$ cat src/hw/rtl/mnps_pkg.sv
// Shared types and constants for the mono note priority stack.
// No dependencies; used by every module of the block.
`timescale 1ns / 1ps

package mnps_pkg;

   localparam int unsigned NOTE_W   = 7;
   localparam int unsigned DATA_W   = 7;
   localparam int unsigned OP_W     = 2;
   localparam int unsigned MODE_W   = 2;
   localparam int unsigned GATE_W   = 4;
   localparam int unsigned ACTIVE_W = 2;

   localparam int unsigned REQ_DATA_W = 16;  // note, data, zero pad
   localparam int unsigned RSP_DATA_W = 32;  // gate, pitch, velocity, voice, detune, pad

   localparam logic [OP_W-1:0] OP_NOTE_ON  = 2'd0;
   localparam logic [OP_W-1:0] OP_NOTE_OFF = 2'd1;
   localparam logic [OP_W-1:0] OP_MOD_WHL  = 2'd2;

   localparam logic [MODE_W-1:0] MODE_SINGLE   = 2'd0;
   localparam logic [MODE_W-1:0] MODE_CIRCULAR = 2'd1;
   localparam logic [MODE_W-1:0] MODE_UNISON   = 2'd2;

   // controller -> datapath
   typedef struct packed {
      logic load_item;  // capture the incoming transaction
      logic match;      // register the stack compare
      logic apply;      // update state and load the result register
   } ctl_cmd_type;

   // datapath -> controller
   typedef struct packed {
      logic out_free;   // result register can take a new result this cycle
   } dp_status_type;

endpackage

$ cat src/hw/rtl/mnps_ctrl.sv
// Sequencer for the note stack: capture, compare, apply.
// Depends on mnps_pkg.
`timescale 1ns / 1ps

module mnps_ctrl (
   input  logic                   clock,
   input  logic                   reset,
   input  logic                   req_tvalid,
   output logic                   req_tready,
   input  mnps_pkg::dp_status_type status,
   output mnps_pkg::ctl_cmd_type   cmd
);

   typedef enum logic [1:0] {
      ST_IDLE,
      ST_MATCH,
      ST_APPLY
   } state_type;

   state_type state_ff, state_in;

   always_comb begin
      req_tready    = 1'b0;
      cmd.load_item = 1'b0;
      cmd.match     = 1'b0;
      cmd.apply     = 1'b0;
      state_in      = state_ff;
      unique case (state_ff)
         ST_IDLE: begin
            req_tready = 1'b1;
            if (req_tvalid) begin
               cmd.load_item = 1'b1;
               state_in      = ST_MATCH;
            end
         end
         ST_MATCH: begin
            cmd.match = 1'b1;
            state_in  = ST_APPLY;
         end
         ST_APPLY: begin
            // take the next item in the same cycle the result is loaded
            if (status.out_free) begin
               cmd.apply  = 1'b1;
               req_tready = 1'b1;
               if (req_tvalid) begin
                  cmd.load_item = 1'b1;
                  state_in      = ST_MATCH;
               end else begin
                  state_in = ST_IDLE;
               end
            end
         end
         default: state_in = ST_IDLE;
      endcase
   end

   always_ff @(posedge clock) begin
      if (reset) begin
         state_ff <= ST_IDLE;
      end else begin
         state_ff <= state_in;
      end
   end

endmodule

$ cat src/hw/rtl/mnps_datapath.sv
// Note stack, voice state and result register.
// Depends on mnps_pkg; sequenced by mnps_ctrl.
`timescale 1ns / 1ps

module mnps_datapath #(
   parameter int unsigned STACK_DEPTH = 8,
   parameter int unsigned VOICE_COUNT = 4
) (
   input  logic                                 clock,
   input  logic                                 reset,
   input  mnps_pkg::ctl_cmd_type                 cmd,
   output mnps_pkg::dp_status_type               status,
   input  logic [mnps_pkg::OP_W-1:0]             req_opcode,
   input  logic [mnps_pkg::NOTE_W-1:0]           req_note,
   input  logic [mnps_pkg::DATA_W-1:0]           req_data,
   input  logic                                 csr_write,
   input  logic [mnps_pkg::MODE_W-1:0]           csr_mode,
   output logic                                 rsp_tvalid,
   input  logic                                 rsp_tready,
   output logic [mnps_pkg::RSP_DATA_W-1:0]       rsp_tdata
);

   localparam int unsigned PTR_W = (VOICE_COUNT > 1) ? $clog2(VOICE_COUNT) : 1;
   localparam logic [PTR_W-1:0] PTR_LAST = PTR_W'(VOICE_COUNT - 1);

   // captured transaction
   logic [mnps_pkg::OP_W-1:0]   op_ff;
   logic [mnps_pkg::NOTE_W-1:0] note_ff;
   logic [mnps_pkg::DATA_W-1:0] data_ff;

   // architectural state
   logic [mnps_pkg::NOTE_W-1:0] stack_ff [STACK_DEPTH];
   logic [mnps_pkg::NOTE_W-1:0] stack_in [STACK_DEPTH];
   logic [mnps_pkg::NOTE_W-1:0] latched_ff, latched_in;
   logic [mnps_pkg::DATA_W-1:0] velocity_ff, velocity_in;
   logic [PTR_W-1:0]            ptr_ff, ptr_in;
   logic [mnps_pkg::DATA_W-1:0] detune_ff, detune_in;
   logic [mnps_pkg::MODE_W-1:0] mode_ff;

   // compare stage: tail_ff[i] set when a match sits at or above slot i
   logic [STACK_DEPTH-1:0] eq_vec;
   logic [STACK_DEPTH-1:0] tail_ff;
   logic                   found;

   // result register
   logic                          out_valid_ff;
   logic [mnps_pkg::GATE_W-1:0]   gate_ff, gate_in;
   logic [mnps_pkg::NOTE_W-1:0]   pitch_ff;
   logic [mnps_pkg::DATA_W-1:0]   vel_out_ff;
   logic [mnps_pkg::ACTIVE_W-1:0] active_ff, active_in;
   logic [mnps_pkg::DATA_W-1:0]   detune_out_ff;

   logic push_note, remove_note, is_off;
   logic [mnps_pkg::NOTE_W-1:0] new_top;

   assign status.out_free = !out_valid_ff || rsp_tready;

   always_ff @(posedge clock) begin
      if (cmd.load_item) begin
         op_ff   <= req_opcode;
         note_ff <= req_note;
         data_ff <= req_data;
      end
   end

   always_comb begin
      for (int i = 0; i < STACK_DEPTH; i++) begin
         eq_vec[i] = (stack_ff[i] == note_ff);
      end
   end

   always_ff @(posedge clock) begin
      if (cmd.match) begin
         for (int i = 0; i < STACK_DEPTH; i++) begin
            tail_ff[i] <= |(eq_vec & STACK_DEPTH'((64'd2 << i) - 64'd1));
         end
      end
   end

   assign found = tail_ff[STACK_DEPTH-1];

   // note on for a new note that is not already on top
   assign push_note   = (op_ff == mnps_pkg::OP_NOTE_ON) && (note_ff != '0) &&
                        (note_ff != stack_ff[0]);
   assign is_off      = (op_ff == mnps_pkg::OP_NOTE_OFF);
   assign remove_note = is_off && found;

   always_comb begin
      for (int i = 0; i < STACK_DEPTH; i++) begin
         stack_in[i] = stack_ff[i];
      end
      if (push_note && !found) begin
         stack_in[0] = note_ff;
         for (int i = 1; i < STACK_DEPTH; i++) begin
            stack_in[i] = stack_ff[i-1];
         end
      end else if (remove_note) begin
         for (int i = 0; i < STACK_DEPTH - 1; i++) begin
            stack_in[i] = tail_ff[i] ? stack_ff[i+1] : stack_ff[i];
         end
         stack_in[STACK_DEPTH-1] = tail_ff[STACK_DEPTH-1] ? '0 : stack_ff[STACK_DEPTH-1];
      end
   end

   assign new_top = stack_in[0];

   always_comb begin
      latched_in  = latched_ff;
      velocity_in = velocity_ff;
      ptr_in      = ptr_ff;
      detune_in   = detune_ff;
      if (push_note) begin
         latched_in  = new_top;
         velocity_in = data_ff;
         if (mode_ff == mnps_pkg::MODE_CIRCULAR) begin
            ptr_in = (ptr_ff == PTR_LAST) ? '0 : ptr_ff + PTR_W'(1);
         end
      end else if (is_off) begin
         latched_in = (new_top != '0) ? new_top : stack_ff[0];
         if (new_top == '0) begin
            velocity_in = '0;
         end
      end else if (op_ff == mnps_pkg::OP_MOD_WHL && mode_ff == mnps_pkg::MODE_UNISON) begin
         detune_in = data_ff;
      end
   end

   // gate and voice index from the post-update state
   always_comb begin
      gate_in   = '0;
      active_in = '0;
      unique case (mode_ff)
         mnps_pkg::MODE_CIRCULAR: begin
            active_in = mnps_pkg::ACTIVE_W'(ptr_in);
            for (int v = 0; v < mnps_pkg::GATE_W; v++) begin
               gate_in[v] = (new_top != '0) && (32'(ptr_in) == v);
            end
         end
         mnps_pkg::MODE_UNISON: begin
            for (int v = 0; v < mnps_pkg::GATE_W; v++) begin
               gate_in[v] = (new_top != '0) && (v < VOICE_COUNT);
            end
         end
         default: begin
            gate_in[0] = (new_top != '0);
         end
      endcase
   end

   always_ff @(posedge clock) begin
      if (reset) begin
         for (int i = 0; i < STACK_DEPTH; i++) begin
            stack_ff[i] <= '0;
         end
         latched_ff   <= '0;
         velocity_ff  <= '0;
         ptr_ff       <= '0;
         detune_ff    <= '0;
         mode_ff      <= mnps_pkg::MODE_SINGLE;
         out_valid_ff <= 1'b0;
      end else begin
         if (csr_write) begin
            mode_ff <= csr_mode;
         end
         if (cmd.apply) begin
            for (int i = 0; i < STACK_DEPTH; i++) begin
               stack_ff[i] <= stack_in[i];
            end
            latched_ff   <= latched_in;
            velocity_ff  <= velocity_in;
            ptr_ff       <= ptr_in;
            detune_ff    <= detune_in;
            out_valid_ff <= 1'b1;
         end else if (rsp_tready) begin
            out_valid_ff <= 1'b0;
         end
      end
   end

   always_ff @(posedge clock) begin
      if (cmd.apply) begin
         gate_ff       <= gate_in;
         pitch_ff      <= latched_in;
         vel_out_ff    <= velocity_in;
         active_ff     <= active_in;
         detune_out_ff <= detune_in;
      end
   end

   assign rsp_tvalid = out_valid_ff;
   assign rsp_tdata  = {5'd0, detune_out_ff, active_ff, vel_out_ff, pitch_ff, gate_ff};

endmodule

$ cat src/hw/rtl/mono_note_priority_stack.sv
// Top level of the last-note-priority note stack.
// Depends on mnps_pkg, mnps_ctrl and mnps_datapath.
`timescale 1ns / 1ps
//
// Usage
//  req_*  : one MIDI event per transaction. tuser carries the opcode
//           (note on, note off, mod wheel); tdata carries note and value.
//  rsp_*  : exactly one result per event, in order: gate mask, latched
//           pitch note, velocity, voice index and detune after the event.
//  csr_*  : voice mode register (single, circulating, unison). Write it
//           only while no event is in flight.
// Timing
//  An event passes through a stack compare state and an update state that
//  registers its result. The update state also accepts the next event, so
//  a new event is taken only as the last is applied and the result register
//  is free; the compare-then-shift over the held-note stack sets this limit.
// Reset
//  Synchronous, active high: stack empty, pitch, velocity, voice index,
//  detune and mode all zero, no result pending.
// Stall
//  A result waits in the output register while rsp_tready is low; the block
//  then holds the finished event in its update cycle and takes no new one.
//
module mono_note_priority_stack #(
   parameter int unsigned STACK_DEPTH = 8,
   parameter int unsigned VOICE_COUNT = 4
) (
   input  logic                                clock,
   input  logic                                reset,
   // req_tdata: [6:0] note_number, [13:7] data_value, [15:14] zero
   input  logic                                req_tvalid,
   output logic                                req_tready,
   input  logic [mnps_pkg::REQ_DATA_W-1:0]     req_tdata,
   // req_tuser: [1:0] opcode
   input  logic [mnps_pkg::OP_W-1:0]           req_tuser,
   // rsp_tdata: [3:0] gate_mask, [10:4] pitch_note, [17:11] level_velocity,
   //            [19:18] active_voice, [26:20] detune_amount, [31:27] zero
   output logic                                rsp_tvalid,
   input  logic                                rsp_tready,
   output logic [mnps_pkg::RSP_DATA_W-1:0]     rsp_tdata,
   // voice_mode write
   input  logic                                csr_valid,
   output logic                                csr_ready,
   input  logic [mnps_pkg::MODE_W-1:0]         csr_data
);

   mnps_pkg::ctl_cmd_type   cmd;
   mnps_pkg::dp_status_type status;

   assign csr_ready = 1'b1;

   mnps_ctrl u_ctrl (
      .clock      (clock),
      .reset      (reset),
      .req_tvalid (req_tvalid),
      .req_tready (req_tready),
      .status     (status),
      .cmd        (cmd)
   );

   mnps_datapath #(
      .STACK_DEPTH (STACK_DEPTH),
      .VOICE_COUNT (VOICE_COUNT)
   ) u_datapath (
      .clock      (clock),
      .reset      (reset),
      .cmd        (cmd),
      .status     (status),
      .req_opcode (req_tuser),
      .req_note   (req_tdata[6:0]),
      .req_data   (req_tdata[13:7]),
      .csr_write  (csr_valid && csr_ready),
      .csr_mode   (csr_data),
      .rsp_tvalid (rsp_tvalid),
      .rsp_tready (rsp_tready),
      .rsp_tdata  (rsp_tdata)
   );

   // an accepted event always blocks the following cycle (compare stage)
   a_accept_spacing: assert property (@(posedge clock) disable iff (reset)
      (req_tvalid && req_tready) |=> !req_tready)
      else $error("event accepted during compare cycle");

   // the update never overwrites a result that is still waiting
   a_no_overwrite: assert property (@(posedge clock) disable iff (reset)
      cmd.apply |-> !(rsp_tvalid && !rsp_tready))
      else $error("result register overwritten");

   // every update shows up as a result on the next cycle
   a_apply_result: assert property (@(posedge clock) disable iff (reset)
      cmd.apply |=> rsp_tvalid)
      else $error("update without result");

endmodule

$ cat config.mk
export PLATFORM = sky130hd
export DESIGN_NAME = mono_note_priority_stack
export DESIGN_NICKNAME = d
export VERILOG_FILES = /design/src/hw/rtl/mnps_pkg.sv /design/src/hw/rtl/mnps_ctrl.sv /design/src/hw/rtl/mnps_datapath.sv /design/src/hw/rtl/mono_note_priority_stack.sv
export SDC_FILE = /design/constraint.sdc
export NUM_CORES = 1
export LEC_CHECK = 0
export BUFFER_PORTS_ARGS = -buffer_cell sky130_fd_sc_hd__buf_2
export CAP_MARGIN = 20
export CORE_ASPECT_RATIO = 1.2
export CORE_MARGIN = 8
export CORE_UTILIZATION = 35
export CTS_CLUSTER_DIAMETER = 50
export DETAILED_ROUTE_END_ITERATION = 12
export HOLD_SLACK_MARGIN = 0.15
export PLACE_DENSITY_LB_ADDON = 0.25
export SKIP_CTS_REPAIR_TIMING = 1
export SLEW_MARGIN = 20
export SYNTH_ARGS = -nofsm -noshare
export SYNTH_HDL_FRONTEND = slang
export SYNTH_SLANG_ARGS = --single-unit
export TNS_END_PERCENT = 10
$ cat constraint.sdc
create_clock -name clock -period 3.8 [get_ports clock]
set_input_delay 0.76 -clock clock [delete_from_list [all_inputs] [get_ports clock]]
set_output_delay 0.76 -clock clock [all_outputs]
set_load 0.02 [all_outputs]
* Word level (Yosys, flattened, before mapping) *
Memories as Yosys holds them, arrays and structs flattened.
Cells that the tools add are included.

word-level totals
  bits in registers = 79
  bits in latches = 0
  RAM bits = 56
  memory bits (read-only) = 0
  input port bits = 25
  output and inout bits = 35
  memories = 1

cells by class
  add/subtract/negate cells = 1
  multiply operators = 0
  divide/modulo/power cells = 0
  magnitude comparators = 0
  eq/ne operators = 21
  shift-type cells = 0
  multiplexer cells = 50
  bitwise gates (word level) = 8
  reduce and logical (&&, ||, !) cells = 27

memory list
  name                 depth  width  rd ports  clocked after memory_dff  write ports  RTL line             text
  u_datapath.stack_ff  8      7      8         0                         8            mnps_datapath.sv:32  logic [mnps_pkg::NOTE_W-1:0] stack_ff [STACK_DEPTH];

operators with widths
  kind                                                                   count
  7-bit 2-to-1 mux                                                       25
  56-bit 2-to-1 mux                                                      2
  7-bit equality test                                                    8
  1-bit 2-to-1 mux                                                       14
  7-bit nonzero test                                                     2
  2-bit equality test, second input constant                             6
  2-bit 2-to-1 mux                                                       5
  1-bit logical AND                                                      9
  2-bit by 1-bit equality test with 1-bit output, second input constant  4
  1-bit bitwise OR                                                       8
  8-bit OR reduction                                                     1
  7-bit logical NOT                                                      1
  7-bit != test                                                          1
  7-bit OR reduction                                                     1
  2-bit logical NOT                                                      3
  2-bit case mux with 3 select lines                                     1
  3-bit case mux with 2 select lines                                     1
  6-bit OR reduction                                                     1
  5-bit OR reduction                                                     1
  2-bit != test, second input constant                                   2
  1-bit case mux with 2 select lines                                     2
  4-bit OR reduction                                                     1
  3-bit OR reduction                                                     1
  2-bit by 1-bit adder with 2-bit output, second input constant          1
  5 further kinds                                                        6

* Longest topological paths before layout *
  word-level depth = 9
  gate-level depth with buffers = 8

* Modules after synthesis *
From an unflattened synthesis, not the netlist that was laid out.

unflattened totals
  cells, all modules = 581
  area, all modules = 6754.0 µm²

by module, submodules not included
  module                    instances  cells each  area an instance (µm²)
  mnps_datapath             1          568         6613.8
  mnps_ctrl                 1          11          128.9
  mono_note_priority_stack  1          2           11.3

* Worst setup path before layout *
OpenSTA, ideal clock, no wires.

  path type = input-to-reg
  start = in rsp_tready
  end = reg u_datapath.latched_ff[0] (netlist bit)
  library setup time = 0.079 ns
  arrival time = 2.522 ns
  data required time = 3.721 ns
  setup slack = 1.199 ns
  cell stages on the path = 7
  buffers on the path = 2
  path through = nand2b_1 -> nand2b_1 -> clkbuf_1 -> clkinv_1 -> clkbuf_1 -> a21oi_1 -> nor3_1

RTL lines
  what                    RTL line                        text
  start: declaration      mono_note_priority_stack.sv:39  input logic rsp_tready,
  end signal: assignment  mnps_datapath.sv:169            latched_ff <= latched_in;
  end: declaration        mnps_datapath.sv:34             logic [mnps_pkg::NOTE_W-1:0] latched_ff, latched_in;

==> results.tsv <==
metric	value	unit
power.switching	0.891	mW
required	3.85	ns
grt_pass1_wl	26.4	mm
core-area	18800	um^2
postLayoutCoreUtil	41.5	%
critPathBufInv	0	
area_growth	16.7	%
path_clk_slew	0.06	ns
fin_crit_sh	80.6	%
die_area	23800	um^2
hp-class	register to register	
gp_congestion	0.790	
peakVddDrop	0.362	mV
finalSetupTns	0	ns
cap_viol_max_count	0	
row_count	55	
fmax	327	MHz
cts_tree	built	
crit_arrival	3.11	ns
vias	4765	
fin_nets	658	
grt_max_degree	43	
slew_violations	0	
hold_violations	0	
place_inst	867	
hpwlAfterDp	11.6	mm
crit_family	compound AO/OA/AOI/OAI gates	
first_pass_iters	7	
wl_per_cell	18.8	um
setup_viol	0	
drt-initial-drc-count	303	
worstPathMaxFanout	19	
synth_common_cells	107 x edfxtp_1, 84 x nor2_1, 42 x a22oi_1	
netlist.area_leader.share	48.1	%
io-pin-count	60	
avgSynthCellArea	11.4	um^2
synthArstFlopShare	0	%
clock_tree.buffer_depth	2	
final_layout_size_suffix_gt1_share	19.9	%
p_sw_share	24.7	%
avgViaCountPerCell	5.30	
cellPowerDensity	464	nW/um^2
rsz0062_at_grt	false	
pwr-share-comb	8.5	%
largest_reg_flops	56	
synth-seq-area-share	56.5	%
pwr-share-clk	43.7	%
drc_errors	0	
seq_power_share	47.7	%
yosys.area.top_type	edfxtp_1	
grt.total_usage	14.3	%
n_antenna_cell	0	
synthFlopType	edfxtp_1	
top_regs	u_datapath.stack_ff (56), u_datapath.tail_ff (8)	
io_buffers	51	
netlist-cell-type-count	61	
first_global_vias	4900	
wl	16.9	mm
crit_chain	xor2_1 > nor4_2 > a211oi_4 > a21oi_1 > o21bai_1	
p_leak	2.83	nW
critical_path.max_stage_delay	0.86	ns
tightest_slew	0.996	ns
numCtsBuffers	17	
endpoint_kind	register	
grt_remaining_overflow	0	
synth_most_common_cell	edfxtp_1	
ant_nets	0	
synth_edf_count	107	
maxSlewHeadroom	33.4	%
mappedNetlistArea	6670	um^2
top_register	u_datapath.stack_ff	
die_w	142	um
p_int	2.72	mW
start_kind	register	
ys_ff_latch	135	
antenna_found_initial	0	
clk_latency	0.42	ns
worstSetupPathType	register to register	
floorplan.initialDensity	35.5	%
ys_top_cells_by_area	edfxtp_1 48%, dfxtp_1 8.4%, a22oi_1 4.7%	
final_cells	899	
syn_inst	583	
fin_crit	3.06	ns
htreeDepth	4	
yosys_warnings	0	
slowest_stage	a211oi_4	
clock-root-buffer	clkbuf_16	
cts_sinks	135	
finClkSkew	0.00779	ns
status	complete, no violations	
die_y	167	um
==> path summary, 6_finish.rpt <==
check / start / to / slack (ns) / cells past startpoint
max: u_datapath.note_ff[1]$_DFFE_PP_ / u_datapath.stack_ff[1][8]$_SDFFCE_PN0P_ / 0.74 / 5
min: u_datapath.velocity_ff[1]$_SDFFE_PP0P_ / u_datapath.velocity_ff[1]$_SDFFE_PP0P_ / 0.48 / 1
max reg2reg: u_datapath.note_ff[1]$_DFFE_PP_ / u_datapath.stack_ff[1][8]$_SDFFCE_PN0P_ / 0.74 / 5
min reg2reg: u_datapath.velocity_ff[1]$_SDFFE_PP0P_ / u_datapath.velocity_ff[1]$_SDFFE_PP0P_ / 0.48 / 1
==> layout by cell type, fill, tap and decap left out, drive strengths merged, types with 5 or more instances in the layout <==
cell type / count
a21oi: 22
a22o: 16
a22oi: 42
and2: 12
buf: 71
clkbuf: 22
clkinv: 6
conb: 6
dfxtp: 28
edfxtp: 107
inv: 10
mux2: 11
mux2i: 15
nand2: 13
nand2b: 5
nand3: 7
nand3b: 5
nand4: 8
nor2: 85
nor3: 19
nor4: 10
o21bai: 6
xnor2: 24
xor2: 32
==> power groups by stage <==
stage	Clock, mW	Combinational (mW)	Sequential [mW]
after floorplan	0	0.230	1.73
after global placement	0	0.303	1.75
after detailed placement	0	0.309	1.76
after CTS	1.60	0.311	1.72
after global routing	1.66	0.339	1.73
final	1.58	0.309	1.73
==> routing by layer <==
layer | vias to the layer above | GRT usage (%) | share of wire [%]
met4 | 0 | 5.66 | 2.4
met3 | 31 | 3.41 | 4.4
met2 | 125 | 25.6 | 52
met5 | - | 0 | 0
met1 | 2356 | 15.9 | 41
li1 | 2253 | - | -
==> cell type report <==
type	count	area, um^2
flip-flops and latches	135	3770
repair buffers	71	405
well taps	256	320
inverters	10	37.5
fillers	1755	11000
multi-input cells	395	2680
clock inverters	10	67.6
clock buffers	22	507
==> through the flow <==
step	setup slack (ns)	total power, mW	cell area [um^2]	hold slack, ns
global route	0.568	3.73	7790	0.496
detailed placement	0.752	2.06	7220	0.456
CTS	0.715	3.63	7790	0.477
finish	0.738	3.62	7790	0.476
global placement	0.811	2.06	7220	0.456
floorplan	1.20	1.96	6690	0.443
==> cells by family (layout without fill, tap and decap cells) <==
family	count (synthesis)	in the layout	share of synthesized area (%)
AOI/OAI and AO/OA	129	129	15.0
adders and majority gates	3	3	0.562
DFF	135	135	56.5
buffers and inverters	57	113	3.77
xor gates and xnor gates	56	56	7.35
other	2	6	0.113
and+or+nand+nor	175	175	12.5
muxes	26	26	4.16
Power figures use the tool's default switching activity.
